--- config.mk ---
export PLATFORM = sky130hd
export DESIGN_NAME = servo_status_frame_deframer
export DESIGN_NICKNAME = d
export VERILOG_FILES = /design/src/rtl/core/ssfd_pkg.sv /design/src/rtl/core/ssfd_frame.sv /design/src/rtl/core/servo_status_frame_deframer.sv
export SDC_FILE = /design/constraint.sdc
export NUM_CORES = 1
export LEC_CHECK = 0
export BUFFER_PORTS_ARGS = -buffer_cell sky130_fd_sc_hd__buf_2
export CAP_MARGIN = 20
export CORE_MARGIN = 10
export CORE_UTILIZATION = 65
export CTS_BUF_LIST = sky130_fd_sc_hd__clkbuf_16
export DETAILED_ROUTE_END_ITERATION = 10
export PLACE_DENSITY = 0.86
export RECOVER_POWER = 100
export SLEW_MARGIN = 20
export SYNTH_ARGS = -nofsm -noshare
export SYNTH_HDL_FRONTEND = slang
export SYNTH_SLANG_ARGS = --single-unit
--- constraint.sdc ---
create_clock -name clk -period 18.7 [get_ports clk]
set_clock_uncertainty 0.1 [all_clocks]
set_input_delay 3.74 -clock clk [delete_from_list [all_inputs] [get_ports clk]]
set_output_delay 3.74 -clock clk [all_outputs]
set_load 0.05 [all_outputs]
--- src/rtl/core/ssfd_pkg.sv ---
// shared types and constants for the servo status frame deframer
`default_nettype none

package ssfd_pkg;

  // frame marker bytes
  localparam logic [7:0] HDR0_BYTE   = 8'h55;
  localparam logic [7:0] HDR1_BYTE   = 8'h0B;
  localparam logic [7:0] TAIL_BYTE   = 8'hBB;
  localparam logic [8:0] SUM_MODULUS = 9'h0FF;

  // frame type codes
  localparam logic [7:0] TYPE_ANGLE  = 8'h00;
  localparam logic [7:0] TYPE_FINISH = 8'h01;

  // report kinds
  localparam logic KIND_ANGLE  = 1'b0;
  localparam logic KIND_FINISH = 1'b1;

  // byte positions within a frame
  localparam logic [2:0] POS_HDR0  = 3'd0;
  localparam logic [2:0] POS_HDR1  = 3'd1;
  localparam logic [2:0] POS_TYPE  = 3'd2;
  localparam logic [2:0] POS_ID    = 3'd3;
  localparam logic [2:0] POS_ANGH  = 3'd4;
  localparam logic [2:0] POS_ANGL  = 3'd5;
  localparam logic [2:0] POS_CHK   = 3'd6;
  localparam logic [2:0] POS_TAIL  = 3'd7;

  typedef struct packed {
    logic        kind;
    logic [7:0]  servo_id;
    logic [15:0] angle;
  } report_t;

endpackage

`default_nettype wire

--- src/rtl/core/ssfd_frame.sv ---
// frame tracker: byte position, held fields, checksum and report decode
`default_nettype none

module ssfd_frame (
  input  wire logic            clk,
  input  wire logic            rst_n,
  input  wire logic            step,
  input  wire logic [7:0]      rx_byte,
  input  wire logic            read_start,
  output logic                 rpt_valid,
  output ssfd_pkg::report_t    rpt
);

  logic [2:0]  pos_r,    pos_nxt;
  logic        hdr_ok_r, hdr_ok_nxt;
  logic [7:0]  type_r,   type_nxt;
  logic [7:0]  id_r,     id_nxt;
  logic [15:0] angle_r,  angle_nxt;
  logic [7:0]  chk_r,    chk_nxt;
  logic [10:0] sum_r,    sum_nxt;

  logic [2:0]  pos;
  logic [10:0] sum_add;
  logic [8:0]  fold;
  logic [8:0]  fold_red;
  logic [7:0]  sum_mod;
  logic        type_known;

  // total mod 255: fold the top bits onto the low byte, then one correction
  always_comb begin
    sum_add  = sum_r + {3'b000, rx_byte};
    fold     = {6'b000000, sum_add[10:8]} + {1'b0, sum_add[7:0]};
    fold_red = (fold >= ssfd_pkg::SUM_MODULUS) ? (fold - ssfd_pkg::SUM_MODULUS) : fold;
    sum_mod  = fold_red[7:0];
  end

  always_comb begin
    pos        = read_start ? ssfd_pkg::POS_HDR0 : pos_r;
    pos_nxt    = pos + 3'd1;
    hdr_ok_nxt = hdr_ok_r;
    type_nxt   = type_r;
    id_nxt     = id_r;
    angle_nxt  = angle_r;
    chk_nxt    = chk_r;
    sum_nxt    = sum_add;
    rpt_valid  = 1'b0;
    rpt        = '0;
    type_known = (type_r == ssfd_pkg::TYPE_ANGLE) || (type_r == ssfd_pkg::TYPE_FINISH);
    case (pos)
      ssfd_pkg::POS_HDR0: begin
        hdr_ok_nxt = (rx_byte == ssfd_pkg::HDR0_BYTE);
        sum_nxt    = {3'b000, rx_byte};
      end
      ssfd_pkg::POS_HDR1: hdr_ok_nxt = hdr_ok_r && (rx_byte == ssfd_pkg::HDR1_BYTE);
      ssfd_pkg::POS_TYPE: type_nxt = rx_byte;
      ssfd_pkg::POS_ID:   id_nxt = rx_byte;
      ssfd_pkg::POS_ANGH: angle_nxt = {rx_byte, angle_r[7:0]};
      ssfd_pkg::POS_ANGL: angle_nxt = {angle_r[15:8], rx_byte};
      ssfd_pkg::POS_CHK: begin
        chk_nxt = rx_byte;
        sum_nxt = sum_r;
      end
      ssfd_pkg::POS_TAIL: begin
        rpt_valid = hdr_ok_r && (rx_byte == ssfd_pkg::TAIL_BYTE) && (sum_mod == chk_r)
                    && type_known;
        if (type_r == ssfd_pkg::TYPE_ANGLE) begin
          rpt.kind     = ssfd_pkg::KIND_ANGLE;
          rpt.servo_id = id_r;
          rpt.angle    = angle_r;
        end else begin
          rpt.kind = ssfd_pkg::KIND_FINISH;
        end
      end
      default: ;
    endcase
  end

  always_ff @(posedge clk) begin
    if (!rst_n) begin
      pos_r    <= ssfd_pkg::POS_HDR0;
      hdr_ok_r <= 1'b0;
    end else if (step) begin
      pos_r    <= pos_nxt;
      hdr_ok_r <= hdr_ok_nxt;
    end
  end

  // field holders need no reset: position 7 is only reached after 0..6 refill them
  always_ff @(posedge clk) begin
    if (step) begin
      type_r  <= type_nxt;
      id_r    <= id_nxt;
      angle_r <= angle_nxt;
      chk_r   <= chk_nxt;
      sum_r   <= sum_nxt;
    end
  end

endmodule

`default_nettype wire

--- src/rtl/core/servo_status_frame_deframer.sv ---
// top level: input register, frame tracker and result register
`default_nettype none

// channel   direction  ports                                   meaning
// in_       input      in_rx_byte, in_read_start               one received byte per transfer
// out_      output     out_report_kind, out_servo_id, out_angle one decoded status report
//
// one byte per cycle sustained while out_stall is low; each byte waits in the input register and
// its report, if any, is loaded into the result register when that byte advances
// the byte is decoded when the result register is empty or being drained
// synchronous active-low reset clears frame alignment and both valid flags
// out_stall holds the result register, which in turn holds the input register;
// a new byte is still taken while a report waits as long as the input register is empty

module servo_status_frame_deframer (
  input  wire logic        clk,
  input  wire logic        rst_n,
  input  wire logic        in_valid,
  output logic             in_stall,
  input  wire logic [7:0]  in_rx_byte,
  input  wire logic        in_read_start,
  output logic             out_valid,
  input  wire logic        out_stall,
  output logic             out_report_kind,
  output logic [7:0]       out_servo_id,
  output logic [15:0]      out_angle
);

  // input register
  logic       in_v_r;
  logic [7:0] byte_r;
  logic       start_r;

  // result register
  logic              out_v_r;
  ssfd_pkg::report_t out_r;

  logic              adv;
  logic              in_take;
  logic              rpt_valid;
  ssfd_pkg::report_t rpt;

  // the held byte moves on when the result register can take a report
  assign adv      = in_v_r && (!out_v_r || !out_stall);
  assign in_stall = in_v_r && !adv;
  assign in_take  = in_valid && !in_stall;

  always_ff @(posedge clk) begin
    if (!rst_n) begin
      in_v_r <= 1'b0;
    end else if (in_take) begin
      in_v_r <= 1'b1;
    end else if (adv) begin
      in_v_r <= 1'b0;
    end
  end

  always_ff @(posedge clk) begin
    if (in_take) begin
      byte_r  <= in_rx_byte;
      start_r <= in_read_start;
    end
  end

  ssfd_frame u_frame (
    .clk        (clk),
    .rst_n      (rst_n),
    .step       (adv),
    .rx_byte    (byte_r),
    .read_start (start_r),
    .rpt_valid  (rpt_valid),
    .rpt        (rpt)
  );

  // result register, loaded only by a completed good frame
  always_ff @(posedge clk) begin
    if (!rst_n) begin
      out_v_r <= 1'b0;
    end else if (adv && rpt_valid) begin
      out_v_r <= 1'b1;
    end else if (!out_stall) begin
      out_v_r <= 1'b0;
    end
  end

  always_ff @(posedge clk) begin
    if (adv && rpt_valid) begin
      out_r <= rpt;
    end
  end

  assign out_valid       = out_v_r;
  assign out_report_kind = out_r.kind;
  assign out_servo_id    = out_r.servo_id;
  assign out_angle       = out_r.angle;

endmodule

`default_nettype wire
==> impl_metrics.ini <==
[cts]
cts.clk_slew.worst_paths_ns = 0.06
cts_resized = 0
cts-buffers-inserted = 9
tritoncts_num_sinks = 91
clock_latency_ns = 0.34
cts_max_path_bufs = 2
hold_buffers = 0
root_buffer = sky130_fd_sc_hd__clkbuf_16
clock_tree.htree_level_count = 3
post_cts.repair.setup_buffers = 0
tritoncts = done

[global_routing]
grt_antenna_before_repair = 0
grtUsageTotal_pct = 19.3
largest_net_degree_at_the_start_of_global_routing = 27
global_route_wire_length_before_repair_mm = 17.5
number_of_global_route_vias_before_repair = 3493
grt_overflow_total = 0

[floorplan]
num_rows = 31
core_area_um2 = 7290
die_area_um2 = 11400
die-width_um = 107
top_level_ports = 40
die_height_um = 107
floorplan.initialDensity_pct = 67.5

[run]
drv_cap = 0

[detailed_routing]
finalWirelength_mm = 10.9
postRouteAntennaNets = 0
detail_route.vias_per_cell = 6.51
remaining_drc_errors = 0
dr.first_iter.drc_count = 304
first_pass_iters = 5
vias = 3604
routedWlPerCell_um = 19.7

[synth]
synth_seq_cells = 91
synth_cells = 411
ys.warnings.count = 0
synth_fp_nets = 443
synth_simple_gate_area_share_pct = 18.6
async_reset_ff_share_pct = 0
post_synth_mux_area_share_pct = 0.509
ys.flop_type = sky130_fd_sc_hd__edfxtp_1
synthesis.area_per_instance_um2 = 12.0
synthXorXnorAreaFrac_pct = 4.63
ys_seq_area_share_pct = 54.3
synth-adder-area-share_pct = 5.14
synth_cell_area_um2 = 4920
synth-edff-count = 85
combinational_family_with_the_most_area_after_synthesis = simple AND/OR/NAND/NOR gates
synth_compound_area_share_pct = 14.9
synth_cell_type_count = 79

[power_and_ir_drop]
power.ir.vdd_worst_mv = 0.0673
power.share.switching_pct = 31.2
power.internal_mw = 0.372
power_frac_seq_pct = 43.1
pwr_density_cell_nw_per_um2 = 100
comb_power_share_pct = 26.3
power.net_switching_mw = 0.169
pwr-share-clk_pct = 30.6
leakagePower_nw = 2.03

[sta]
final_max_slew_viol_count = 0
grt_setup_unrepaired = false
fmaxAchievable_ghz = 0.119
setup_viol = 0
finalWorstPathRequiredPeriod_ns = 8.43
setup_tns_ns = 0
min_period_over_period_pct = 45.1
worst-slew-pin-transition_ns = 1.29
slew_headroom_pct = 14.0
final_hold_viol_count = 0

[worst_setup_path]
ff2ff_setup_slack_ns = 11.62
worstSetupPathType = in -> out
worst_path_most_repeated_cell = sky130_fd_sc_hd__clkbuf_1
arrival_time_reported_for_the_critical_path_endpoint_ns = 4.59
worst_setup_path_start_kind = input pin
crit_chain = clkbuf_1 -> and3_1 -> clkbuf_1
critical_path.max_fanout = 3
critical-path-slowest-cell = sky130_fd_sc_hd__clkbuf_1
required_time_at_the_worst_slack_endpoint_ns = 14.86
worstSetupEndpointType = primary output
cpPeakStageDelay_ns = 0.49

[cells_and_area]
most_frequent_cells_in_the_layout = sky130_fd_sc_hd__edfxtp_1 (85), sky130_fd_sc_hd__and3_1 (35), sky130_fd_sc_hd__clkbuf_1 (29)
final_util_pct = 74.1
finish.net_count = 482
area_delta_synth_final_pct = 9.77
n_fill_cell = 499
share_of_layout_cells_above_drive_strength_1_pct = 10.5
leading_cell_type_in_the_layout_fill_and_taps_excluded = sky130_fd_sc_hd__edfxtp_1
n_antenna_cell = 0

[place]
dpl.hpwl_mm = 7.74
numPortBuffers = 39
finalWeightedCongestion = 0.922

[run_status]
run_status = finished, final reports clean

[min_path]
holdCritPathClass = reg -> reg
==> worst max-delay path, delay by kind of cell <==
kind / cells / cell delay, ns
buffers and inverters: 2 / 0.62
and+or+nand+nor: 1 / 0.23
==> synth_stat cells, drive strengths merged (4+ instances only) <==
cell	n	area (um2)
edfxtp	85	2550
and3	35	219
nand2	28	108
nor2	26	105
o21ai	23	119
a21oi	21	120
and2	18	115
ha	17	213
inv	12	45.0
clkbuf	11	42.5
xnor2	11	104
xor2	9	78.8
a211oi	7	80.1
nand2b	7	51.3
nor2b	7	43.8
dfxtp	6	120
nand3	6	30.0
nor4	6	65.1
a21boi	4	33.8
nor3	4	20.0
o2111ai	4	41.3
==> through the flow <==
stage / area (um2) / hold WS (ns) / setup slack, ns / power (mW) / cells
after floorplan: 4920 / 0.332 / 10.64 / 0.346 / 411
after global placement: 5210 / 0.342 / 10.57 / 0.372 / 538
after detailed placement: 5210 / 0.353 / 10.52 / 0.377 / 538
after CTS: 5490 / 0.363 / 10.51 / 0.540 / 554
after global routing: 5400 / 0.385 / 10.23 / 0.563 / 554
final: 5400 / 0.365 / 10.27 / 0.540 / 554
==> layer usage <==
layer  wire [um]  share of wire, %  track usage [%]  vias up
li1            -                 -                -     1653
met1        4200                39             22.2     1720
met2        5400                50             32.5      193
met3         955               8.8             5.75       38
met4         349               3.2             8.90        0
met5           0                 0                0        -
==> cell type report <==
| class | instances | area, um2 | share of cell area (%) |
|---|---|---|---|
| tap | 99 | 124 | 2.29 |
| clock buffer | 9 | 225 | 4.17 |
| sequential | 91 | 2670 | 49.5 |
| clock inverter | 7 | 51.3 | 0.950 |
| multi-input combinational | 296 | 2120 | 39.2 |
| timing repair buffer | 40 | 164 | 3.04 |
| inverter | 12 | 45.0 | 0.834 |
==> sequential cells by signal (all words and copies together) (netlist names) <==
name / flops
byte_r: 8
in_v_r: 1
out_angle: 16
out_report_kind: 1
out_servo_id: 8
out_valid: 1
start_r: 1
u_frame.angle_r: 16
u_frame.chk_r: 8
u_frame.hdr_ok_r: 1
u_frame.id_r: 8
u_frame.pos_r: 3
u_frame.sum_r: 11
u_frame.type_r: 8
==> kinds of logic after synthesis <==
kind of cell	after synthesis
AND/OR/NAND/NOR	158
AO/OA/AOI/OAI	95
XOR/XNOR	22
buffers and inverters	24
flip-flops	91
multiplexers	2
adder cells (fa/ha/maj)	19
==> power by group through the flow <==
stage	Sequential [mW]	Clock (mW)	Combinational, mW
after floorplan	0.234	0	0.112
after global placement	0.236	0	0.136
after detailed placement	0.237	0	0.140
after CTS	0.232	0.166	0.142
after global routing	0.233	0.176	0.153
final	0.233	0.165	0.142
==> path summary, 6_finish.rpt <==
path / from / to / cells past startpoint
max: out_stall / in_stall / 3
max reg2reg: byte_r[0] / out_angle[1] / 20
min reg2reg: u_frame.pos_r[1] / u_frame.pos_r[1] / 2
min: u_frame.pos_r[1] / u_frame.pos_r[1] / 2
(Power assumes the default switching activity.)
